--- src/ffr_pkg.sv ---
package ffr_pkg;

  // frame buffer limit and derived widths
  localparam int FRAME_BYTES = 256;
  localparam int CNT_W       = $clog2(FRAME_BYTES + 2);
  localparam int CMP_W       = ((CNT_W > 9) ? CNT_W : 9) + 1;

  // request codes
  localparam logic [1:0] REQ_BYTE      = 2'd0;
  localparam logic [1:0] REQ_EOF       = 2'd1;
  localparam logic [1:0] REQ_TICK      = 2'd2;
  localparam logic [1:0] REQ_WRITE_ERR = 2'd3;

  // result status codes
  localparam logic [2:0] ST_WRITE    = 3'd0;
  localparam logic [2:0] ST_OOS      = 3'd1;
  localparam logic [2:0] ST_BAD_HEAD = 3'd2;
  localparam logic [2:0] ST_BAD_CHK  = 3'd3;
  localparam logic [2:0] ST_ACK      = 3'd4;
  localparam logic [2:0] ST_OTHER    = 3'd5;
  localparam logic [2:0] ST_RESEND   = 3'd6;

  // configuration register indexes
  localparam logic REG_FLASH_BASE   = 1'b0;
  localparam logic REG_NACK_SPACING = 1'b1;

  // frame constants
  localparam logic [7:0]  HEAD_LO        = 8'haa;
  localparam logic [7:0]  HEAD_HI        = 8'h55;
  localparam logic [7:0]  CMD_ACK        = 8'd1;
  localparam logic [7:0]  CMD_FIRMWARE   = 8'd6;
  localparam logic [7:0]  FW_OVERHEAD    = 8'd5;
  localparam logic [15:0] CRC_POLY_REFL  = 16'ha001;
  localparam logic [31:0] FLASH_BASE_RST = 32'h0800_4000;
  localparam logic [7:0]  NACK_SPACE_RST = 8'd5;

  typedef struct packed {
    logic [1:0] req_type;
    logic [7:0] rx_byte;
  } in_t;

  typedef struct packed {
    logic [2:0]  status;
    logic        erase_first;
    logic [31:0] write_address;
    logic [7:0]  write_length;
    logic [15:0] expected_seq;
    logic [15:0] total_packets;
    logic        update_done;
    logic        send_ack;
    logic        nack_now;
  } out_t;

  // one entry of the reflected crc-16 table (entry 1 is 0xc0c1)
  function automatic logic [15:0] crc_entry(input logic [7:0] idx);
    logic [15:0] v;
    v = {8'd0, idx};
    for (int i = 0; i < 8; i++) begin
      v = v[0] ? ((v >> 1) ^ CRC_POLY_REFL) : (v >> 1);
    end
    return v;
  endfunction

endpackage

--- src/firmware_frame_receiver.sv ---
// firmware update frame receiver
// operation: a word accepted into the input stage is judged there and its result
//   registered in the result stage; a held result keeps it waiting in the input stage
// throughput: one input word per cycle; a held result stalls only the input stage
// reset: rst_n synchronous active low; clears frame state, sequence state, tick
//   counters and handshakes, and loads flash base 0x08004000 and nack spacing 5
module firmware_frame_receiver
  import ffr_pkg::*;
(
  input  logic        clk,
  input  logic        rst_n,
  input  logic        in_valid,
  output logic        in_ready,
  input  in_t         in_data,
  output logic        out_valid,
  input  logic        out_ready,
  output out_t        out_data,
  input  logic        cfg_valid,
  output logic        cfg_ready,
  input  logic        cfg_index,
  input  logic [31:0] cfg_data
);

  // configuration registers
  logic [31:0] flash_base_r;
  logic [7:0]  nack_spacing_r;

  // input stage and result stage
  logic        in_valid_r;
  in_t         in_r;
  logic        out_valid_r;
  out_t        out_r;

  // frame under reception
  logic [CNT_W-1:0] byte_cnt_r,   byte_cnt_nxt;
  logic [15:0]      run_crc_r,    run_crc_nxt;
  logic             head_ok_r,    head_ok_nxt;
  logic [7:0]       frame_len_r,  frame_len_nxt;
  logic [7:0]       cmd_r,        cmd_nxt;
  logic [15:0]      frame_tot_r,  frame_tot_nxt;
  logic [15:0]      frame_seq_r,  frame_seq_nxt;
  logic [15:0]      rx_crc_r,     rx_crc_nxt;

  // session state
  logic [15:0] next_seq_r,     next_seq_nxt;
  logic [15:0] pkt_total_r,    pkt_total_nxt;
  logic [31:0] next_addr_r,    next_addr_nxt;
  logic        resend_r,       resend_nxt;
  logic [31:0] tick_cnt_r,     tick_cnt_nxt;
  logic [31:0] last_nack_r,    last_nack_nxt;

  logic advance;
  logic proc;
  logic res_valid;
  out_t res;

  // the result stage moves when empty or being taken; the input stage
  // refills whenever its word moves on
  assign advance   = !out_valid_r || out_ready;
  assign proc      = in_valid_r && advance;
  assign in_ready  = !in_valid_r || advance;
  assign cfg_ready = 1'b1;
  assign out_valid = out_valid_r;
  assign out_data  = out_r;

  // byte position compared against length-relative offsets
  logic [CMP_W-1:0] pos_w;
  logic [CMP_W-1:0] crc_end_w;
  logic [CMP_W-1:0] need_w;
  logic [15:0]      seq_inc;
  logic [31:0]      wr_addr;
  logic [7:0]       wr_len;
  logic [31:0]      since_nack;

  assign pos_w      = CMP_W'(byte_cnt_r);
  assign crc_end_w  = CMP_W'(frame_len_r) + CMP_W'(7);
  assign need_w     = CMP_W'(frame_len_r) + CMP_W'(9);
  assign seq_inc    = next_seq_r + 16'd1;
  assign wr_len     = frame_len_r - FW_OVERHEAD;
  assign wr_addr    = (frame_seq_r == 16'd0) ? flash_base_r : next_addr_r;
  assign since_nack = tick_cnt_r - last_nack_r;

  always_comb begin
    byte_cnt_nxt  = byte_cnt_r;
    run_crc_nxt   = run_crc_r;
    head_ok_nxt   = head_ok_r;
    frame_len_nxt = frame_len_r;
    cmd_nxt       = cmd_r;
    frame_tot_nxt = frame_tot_r;
    frame_seq_nxt = frame_seq_r;
    rx_crc_nxt    = rx_crc_r;
    next_seq_nxt  = next_seq_r;
    pkt_total_nxt = pkt_total_r;
    next_addr_nxt = next_addr_r;
    resend_nxt    = resend_r;
    tick_cnt_nxt  = tick_cnt_r;
    last_nack_nxt = last_nack_r;
    res_valid     = 1'b0;
    res           = '0;

    case (in_r.req_type)
      REQ_BYTE: begin
        if (byte_cnt_r >= CNT_W'(FRAME_BYTES)) begin
          // overflow: saturate just past the buffer, byte not examined
          byte_cnt_nxt = CNT_W'(FRAME_BYTES + 1);
        end else begin
          if (byte_cnt_r == CNT_W'(0)) head_ok_nxt = (in_r.rx_byte == HEAD_LO);
          if (byte_cnt_r == CNT_W'(1)) head_ok_nxt = head_ok_r && (in_r.rx_byte == HEAD_HI);
          if (byte_cnt_r == CNT_W'(6)) frame_len_nxt = in_r.rx_byte;
          if (byte_cnt_r == CNT_W'(7)) cmd_nxt = in_r.rx_byte;
          if (byte_cnt_r == CNT_W'(8)) frame_tot_nxt[7:0] = in_r.rx_byte;
          if (byte_cnt_r == CNT_W'(9)) frame_tot_nxt[15:8] = in_r.rx_byte;
          if (byte_cnt_r == CNT_W'(10)) frame_seq_nxt[7:0] = in_r.rx_byte;
          if (byte_cnt_r == CNT_W'(11)) frame_seq_nxt[15:8] = in_r.rx_byte;
          if (byte_cnt_r >= CNT_W'(7)) begin
            // crc covers command byte onwards, then the crc itself low first
            if (pos_w < crc_end_w) begin
              run_crc_nxt = (run_crc_r >> 8) ^ crc_entry(run_crc_r[7:0] ^ in_r.rx_byte);
            end
            if (pos_w == crc_end_w) rx_crc_nxt[7:0] = in_r.rx_byte;
            if (pos_w == crc_end_w + CMP_W'(1)) rx_crc_nxt[15:8] = in_r.rx_byte;
          end
          byte_cnt_nxt = byte_cnt_r + CNT_W'(1);
        end
      end
      REQ_WRITE_ERR: begin
        // failed flash write restarts the transfer
        next_seq_nxt  = 16'd0;
        next_addr_nxt = flash_base_r;
      end
      REQ_TICK: begin
        tick_cnt_nxt = tick_cnt_r + 32'd1;
        if (resend_r) begin
          res_valid  = 1'b1;
          res.status = ST_RESEND;
        end
      end
      default: begin
        // end of frame: always one result, frame state cleared
        res_valid = 1'b1;
        if (byte_cnt_r < CNT_W'(2) || !head_ok_r) begin
          res.status = ST_BAD_HEAD;
        end else if (byte_cnt_r > CNT_W'(FRAME_BYTES) || frame_len_r == 8'd0 ||
                     pos_w < need_w || run_crc_r != rx_crc_r) begin
          res.status = ST_BAD_CHK;
        end else if (cmd_r == CMD_ACK) begin
          resend_nxt = 1'b0;
          res.status = ST_ACK;
        end else if (cmd_r != CMD_FIRMWARE) begin
          res.status = ST_OTHER;
        end else if (frame_len_r < FW_OVERHEAD) begin
          res.status = ST_BAD_CHK;
        end else begin
          resend_nxt   = 1'b1;
          res.send_ack = 1'b1;
          if (frame_seq_r == next_seq_r) begin
            pkt_total_nxt     = frame_tot_r;
            res.erase_first   = (frame_seq_r == 16'd0);
            res.write_address = wr_addr;
            res.write_length  = wr_len;
            next_addr_nxt     = wr_addr + {24'd0, wr_len};
            next_seq_nxt      = seq_inc;
            res.update_done   = (seq_inc >= frame_tot_r);
            res.status        = ST_WRITE;
          end else begin
            // out of sequence: resend request limited by tick spacing
            if (since_nack > {24'd0, nack_spacing_r}) begin
              last_nack_nxt = tick_cnt_r;
              res.nack_now  = 1'b1;
            end
            res.status = ST_OOS;
          end
        end
        byte_cnt_nxt  = '0;
        run_crc_nxt   = '0;
        head_ok_nxt   = 1'b0;
        frame_len_nxt = '0;
        cmd_nxt       = '0;
        frame_tot_nxt = '0;
        frame_seq_nxt = '0;
        rx_crc_nxt    = '0;
      end
    endcase
    res.expected_seq  = next_seq_nxt;
    res.total_packets = pkt_total_nxt;
  end

  // configuration writes
  always_ff @(posedge clk) begin
    if (!rst_n) begin
      flash_base_r   <= FLASH_BASE_RST;
      nack_spacing_r <= NACK_SPACE_RST;
    end else if (cfg_valid && cfg_ready) begin
      case (cfg_index)
        REG_FLASH_BASE:   flash_base_r   <= cfg_data;
        REG_NACK_SPACING: nack_spacing_r <= cfg_data[7:0];
        default:          ;
      endcase
    end
  end

  // input stage
  always_ff @(posedge clk) begin
    if (!rst_n) begin
      in_valid_r <= 1'b0;
    end else if (in_ready) begin
      in_valid_r <= in_valid;
    end
  end

  always_ff @(posedge clk) begin
    if (in_valid && in_ready) begin
      in_r <= in_data;
    end
  end

  // result stage
  always_ff @(posedge clk) begin
    if (!rst_n) begin
      out_valid_r <= 1'b0;
    end else if (advance) begin
      out_valid_r <= proc && res_valid;
    end
  end

  always_ff @(posedge clk) begin
    if (proc && res_valid) begin
      out_r <= res;
    end
  end

  // frame and session state
  always_ff @(posedge clk) begin
    if (!rst_n) begin
      byte_cnt_r  <= '0;
      run_crc_r   <= '0;
      head_ok_r   <= 1'b0;
      frame_len_r <= '0;
      cmd_r       <= '0;
      frame_tot_r <= '0;
      frame_seq_r <= '0;
      rx_crc_r    <= '0;
      next_seq_r  <= '0;
      pkt_total_r <= '0;
      next_addr_r <= '0;
      resend_r    <= 1'b0;
      tick_cnt_r  <= '0;
      last_nack_r <= '0;
    end else if (proc) begin
      byte_cnt_r  <= byte_cnt_nxt;
      run_crc_r   <= run_crc_nxt;
      head_ok_r   <= head_ok_nxt;
      frame_len_r <= frame_len_nxt;
      cmd_r       <= cmd_nxt;
      frame_tot_r <= frame_tot_nxt;
      frame_seq_r <= frame_seq_nxt;
      rx_crc_r    <= rx_crc_nxt;
      next_seq_r  <= next_seq_nxt;
      pkt_total_r <= pkt_total_nxt;
      next_addr_r <= next_addr_nxt;
      resend_r    <= resend_nxt;
      tick_cnt_r  <= tick_cnt_nxt;
      last_nack_r <= last_nack_nxt;
    end
  end

  // byte counter saturates one past the buffer
  a_cnt_bound: assert property (@(posedge clk) disable iff (!rst_n)
    byte_cnt_r <= CNT_W'(FRAME_BYTES + 1))
    else $error("byte counter beyond saturation");

  // end of frame always leaves an empty frame behind
  a_eof_clear: assert property (@(posedge clk) disable iff (!rst_n)
    (proc && in_r.req_type == REQ_EOF) |=> (byte_cnt_r == '0 && !head_ok_r))
    else $error("frame state not cleared after end of frame");

  // a word with no result leaves the result stage empty
  a_no_result: assert property (@(posedge clk) disable iff (!rst_n)
    (proc && !res_valid) |=> !out_valid_r)
    else $error("result shown for a word that has none");

  // rate-limited resend only on an out-of-sequence frame
  a_nack_oos: assert property (@(posedge clk) disable iff (!rst_n)
    (out_valid_r && out_r.nack_now) |-> (out_r.status == ST_OOS && out_r.send_ack))
    else $error("resend request outside an out-of-sequence result");

  // a write result leaves the resend request pending
  a_write_pending: assert property (@(posedge clk) disable iff (!rst_n)
    (proc && res_valid && res.status == ST_WRITE) |=> resend_r)
    else $error("firmware frame did not leave resend pending");

endmodule
--- config.mk ---
export PLATFORM = sky130hd
export DESIGN_NAME = firmware_frame_receiver
export DESIGN_NICKNAME = d
export VERILOG_FILES = /design/src/ffr_pkg.sv /design/src/firmware_frame_receiver.sv
export SDC_FILE = /design/constraint.sdc
export NUM_CORES = 1
export LEC_CHECK = 0
export ABC_AREA = 1
export BUFFER_PORTS_ARGS = -buffer_cell sky130_fd_sc_hd__buf_2
export CORE_UTILIZATION = 43
export DETAILED_ROUTE_END_ITERATION = 12
export PLACE_DENSITY_LB_ADDON = 0.25
export SYNTH_ARGS = -nofsm -noshare
export SYNTH_HDL_FRONTEND = slang
export SYNTH_SLANG_ARGS = --single-unit
--- constraint.sdc ---
create_clock -name clk -period 8.9 [get_ports clk]
set_input_delay 1.78 -clock clk [delete_from_list [all_inputs] [get_ports clk]]
set_output_delay 1.78 -clock clk [all_outputs]
set_load 0.005 [all_outputs]
### Yosys cells after proc, flatten, opt, wreduce, memory -nomap -nowiden

Index checks and enable logic that the tools add are counted.

* bits in registers: 350
* latch bits: 0
* memory bits (writable): 0
* memory bits (read-only): 0
* input bits: 48
* output and inout bits: 82
* memories kept: 0

* add/sub/neg operators: 9
* multipliers: 0
* divide/modulo/power cells: 0
* $lt $le $gt $ge: 9
* equality and inequality tests: 36
* shifts and indexed selects: 0
* muxes and demuxes: 75
* bitwise operators: 20
* reduce and logical (&&, ||, !) cells: 42

Operator list (number)
* $mux W16: 28
* $mux W32: 7
* $pmux W16 S2: 5
* $mux W8: 10
* $pmux W32 S2: 1
* $eq A9 B4 Y1 const B: 4
* $add A32 B1 Y32 const B: 1
* $add A32 B8 Y32: 1
* $gt A32 B8 Y1: 1
* $pmux W8 S2: 2
* $sub A32 B32 Y32: 1
* $reduce_and A4 Y1: 7
* $ne A2 B2 Y1 const B: 13
* $not A2 Y3: 7
* $eq A9 B3 Y1 const B: 2
* $lt A9 B9 Y1: 2
* $pmux W9 S2: 1
* $reduce_or A9 Y1: 2
* $add A16 B1 Y16 const B: 1
* $eq A16 B16 Y1: 1
* $ge A16 B16 Y1: 1
* $logic_not A16 Y1: 1
* $ne A16 B16 Y1: 1
* $xor A8 B16 Y16: 1
* 44 further kinds: 90

### Logic depth before layout (Yosys ltp)

* depth in word-level cells: 22
* mapped depth: 27
* gate-level depth less buffers: 24

### Least setup slack after synthesis

No wires, ideal clock.

* path type: input-to-reg
* start point: input out_ready
* end point: register out_r (netlist bit out_data[0]) (enable)
* arrival time: 6.190 ns
* slack: 2.166 ns
* stages: 5
* path buffers: 1
* path through: inv_1 -> a21oi_4 -> inv_2 -> clkbuf_1 -> a21oi_1

* cells in the longest elaborated chain, start to end: 3

RTL lines
* start: declaration: RTL line firmware_frame_receiver.sv:16 `input logic out_ready,`
* $logic_or A1 B1 Y1: RTL line firmware_frame_receiver.sv:59 `assign advance = !out_valid_r || out_ready;`
* $logic_and A1 B1 Y1: RTL line firmware_frame_receiver.sv:60 `assign proc = in_valid_r && advance;`
* $logic_and A1 B1 Y1: RTL line firmware_frame_receiver.sv:227 `if (proc && res_valid) begin`
* end signal: assignment: RTL line firmware_frame_receiver.sv:228 `out_r <= res;`
* end: declaration: RTL line firmware_frame_receiver.sv:32 `out_t out_r;`

No other way between the ends.
A chain may end at the register's enable or synchronous reset.

### Worst setup path after layout

* start point: input out_ready
* end point: register run_crc_r[10]

* cells in the longest elaborated chain, start to end: 3

RTL lines
* $logic_or A1 B1 Y1: RTL line firmware_frame_receiver.sv:59
* $logic_and A1 B1 Y1: RTL line firmware_frame_receiver.sv:60
* $reduce_and A5 Y1 (no source line)
* end signal: assignment: RTL line firmware_frame_receiver.sv:251 `run_crc_r <= run_crc_nxt;`
* end: declaration: RTL line firmware_frame_receiver.sv:36 `logic [15:0] run_crc_r, run_crc_nxt;`

No other way between the ends.

==> results.py <==
metrics = {
    "clocking": {
        "postCtsSetupBuffers": 0,
        "worst_skew_pair.late_latency_ns": 0.58,
        "cts.clk_slew.worst_paths_ns": 0.06,
        "cts_max_path_buffers": 3,
        "cts_resized": 0,
        "htree_levels": 2,
        "root_buffer": "clkbuf_16",
        "cts_buffers": 41,
        "cts_tree": "built",
        "cts_sinks": 350,
        "ctsHoldBuffers": 0,
    },
    "logic_synthesis": {
        "async_flop_share": 0,
        "yosys_warnings": 0,
        "synth_seq_cells": 350,
        "syn_nets": 3238,
        "synth_cell_types": 60,
        "ys.flop_type": "dfxtp_1",
        "synthCells": 3095,
        "synth-edff-count": 89,
        "ys_seq_area_frac": 0.3698,
        "syn_area_per_cell_sq_um": 6.900,
        "synth_area_sq_um": 21360,
    },
    "setup_path": {
        "critPathLaunch": "out_ready",
        "cp_slowest_stage_delay_ns": 0.67,
        "arrival_ns": 6.32,
        "path_buf_inv": 6,
        "path_max_fanout": 39,
        "cp-start-kind": "input pin",
        "endpoint_kind": "flip-flop",
        "r2r_start": "out_valid$_SDFFE_PN0P_",
        "crit_path_top_delay_cell": "nor2_1",
        "path_class": "input pin to flip-flop",
        "cp.required_ns": 9.39,
        "crit_chain": "buf_2 > inv_1 > a21oi_4 > inv_2 > nor2_1 > inv_2 > a21oi_1 > nand2_1 > inv_2 > nand2_1 > nor2_1 > inv_1 > or2_1 > a21oi_1",
        "critPathTopFamily": "simple AND/OR/NAND/NOR gates",
        "crit_top_cell": "inv_2",
    },
    "place": {
        "place_inst": 3798,
        "pre_cts_ws_ns": 2.608,
        "dpl.hpwl_microns": 43650,
        "gp_congestion": 0.9144,
        "portBuffers": 128,
    },
    "layout": {
        "final_cell_mix": "670 x nand2_1, 463 x inv_1, 332 x nor2_1",
        "antenna_cells": 0,
        "layoutNonFillerInstCount": 3873,
        "drive_gt1_frac": 0.1050,
        "nets": 3320,
        "synthToLayoutAreaGrowth_pct": 11.31,
        "mostFrequentLayoutCell": "nand2_1",
    },
    "pwr": {
        "pwr_density_cell_nw_per_um2": 166.5,
        "total_power_w": 0.003957,
        "p_leak_nw": 10.60,
        "vdd_drop_max_uv": 110.9,
    },
    "global_route": {
        "grt-ovfl-total": 0,
        "grt_pass1_wl_microns": 96050,
        "grt_pass1_vias": 18590,
        "track_usage": 0.2353,
        "antenna_found_initial": 0,
        "grt_max_degree": 96,
    },
    "sta": {
        "period_share": 0.6553,
        "finalClockSkew_ns": 0.02200,
        "hold_viol": 0,
        "holdWs_ns": 0.4517,
        "relSlewSlack": 0.1659,
        "rsz0062_at_grt": "false",
        "drv_slew": 0,
        "fin_ws_ns": 3.067,
        "setup_viol": 0,
        "fmax_ghz": 0.1715,
        "max_slew.worst_pin.slew_ns": 1.247,
        "tns_ns": 0,
        "period_needed_ns": 5.833,
    },
    "die": {
        "ioPinCount": 130,
        "core_area_sq_um": 48950,
        "rows": 81,
        "die-width_microns": 224.9,
        "initial_utilization": 0.4363,
        "die_area_sq_um": 50560,
        "dieHeight_microns": 224.9,
    },
    "route": {
        "routedWlPerCell_microns": 15.27,
        "vias": 19940,
        "drt-total-wl_microns": 59130,
        "ant_nets": 0,
        "drt-initial-drc-count": 1581,
        "drc": 0,
        "drt-vias-per-instance": 5.149,
        "firstDrtPassIters": 7,
    },
    "worst_hold_path": {
        "min-delay-start": "next_addr_r[9]$_SDFFE_PN0P_",
        "hold_class": "flip-flop to flip-flop",
    },
    "outcome": {
        "status": "finished clean",
    },
    "flow_run": {
        "maxCapViolations": 0,
    },
}
[logic make-up after synthesis]
group | share of synthesized area
AND/OR/NAND/NOR | 0.2890
buffers and inverters | 0.1103
AO/OA/AOI/OAI | 0.1428
flip-flops | 0.3698
adder cells (fa/ha/maj) | 0.05636
XOR/XNOR | 0.03158
other | 0.0001756
[sequential cells by signal, indices dropped and copies added (netlist names), 8 cells and up]
| signal | flops |
|---|---|
| byte_cnt_r | 9 |
| cmd_r | 8 |
| flash_base_r | 32 |
| frame_len_r | 8 |
| frame_seq_r | 16 |
| frame_tot_r | 16 |
| in_r | 10 |
| last_nack_r | 32 |
| nack_spacing_r | 8 |
| next_addr_r | 32 |
| next_seq_r | 16 |
| out_data | 79 |
| pkt_total_r | 16 |
| run_crc_r | 16 |
| rx_crc_r | 16 |
| tick_cnt_r | 32 |
[synth_stat cells, types with 3 or more instances]
cell | instances | area (sq um)
a31oi_1 | 5 | 31.28
ha_1 | 93 | 1164
buf_4 | 6 | 45.04
nand3_2 | 15 | 150.1
inv_2 | 26 | 97.59
or2_2 | 12 | 75.07
nand2_1 | 671 | 2519
edfxtp_1 | 89 | 2673
inv_1 | 463 | 1738
nor4_1 | 11 | 68.82
nor2_1 | 332 | 1246
and2_1 | 5 | 31.28
buf_1 | 5 | 18.77
xor2_1 | 46 | 402.9
a21oi_1 | 271 | 1356
a21oi_2 | 4 | 35.03
dfxtp_1 | 261 | 5225
a211oi_1 | 9 | 67.56
xnor2_1 | 31 | 271.5
o21ai_1 | 48 | 240.2
a21boi_0 | 3 | 22.52
o22ai_1 | 6 | 37.54
nor2_4 | 8 | 90.09
o21ai_2 | 11 | 96.34
nor2_2 | 28 | 175.2
nand3_1 | 185 | 925.9
nand4_1 | 47 | 294.0
nand3b_1 | 8 | 60.06
buf_2 | 24 | 120.1
nand2_2 | 16 | 100.1
nor3_2 | 5 | 50.05
o21bai_1 | 5 | 37.54
nor3_1 | 52 | 260.3
clkbuf_1 | 53 | 198.9
clkinv_1 | 4 | 15.01
buf_6 | 10 | 112.6
o21ai_0 | 189 | 945.9
o21a_1 | 7 | 52.55
[worst reg2reg max path, delay by kind of cell (launching register included)]
kind / cells / cell delay, ns
compound gates: 3 / 1.15
buf+inv: 4 / 1.20
flops: 1 / 0.36
simple gates: 5 / 2.06
[power breakdown]
group	internal (W)	leakage [nW]	switching, W
registers	0.00167	2.90	0.0000331
clock network	0.000996	0.673	0.000686
logic	0.000176	7.03	0.000395
total	0.00284	10.6	0.00111
[area by class of cell]
cell class              count  area, sq um
fillers                  4921        25180
multi-input cells        2152        11120
flip-flops and latches    350         7898
inverters                 493         1851
clock buffers              58         1192
well taps                 664        830.8
repair buffers            139        725.7
clock inverters            17        158.9
[layer usage]
layer / up-vias / routed length, microns / track usage
li1: 10160 / - / -
met1: 9136 / 27370 / 0.3210
met2: 543 / 26730 / 0.3829
met3: 104 / 3378 / 0.03331
met4: 0 / 1646 / 0.07329
met5: - / 0 / 0
[metrics by stage]
| stage | util | instance area [sq um] |
|---|---|---|
| floorplan | - | 21360 |
| global placement | 0.4580 | 22420 |
| detailed placement | 0.4580 | 22420 |
| CTS | 0.4856 | 23770 |
| global route | 0.4856 | 23770 |
| finish | 0.4856 | 23770 |
[worst paths after layout]
kind	to	slack, ns	cells past startpoint
setup reg to reg	run_crc_r[10]$_SDFFE_PN0P_	4.08	12
hold reg to reg	next_addr_r[9]$_SDFFE_PN0P_	0.45	2
setup / recovery	run_crc_r[10]$_SDFFE_PN0P_	3.07	14
hold / removal	next_addr_r[9]$_SDFFE_PN0P_	0.45	2
Power figures use the tool's default switching activity.
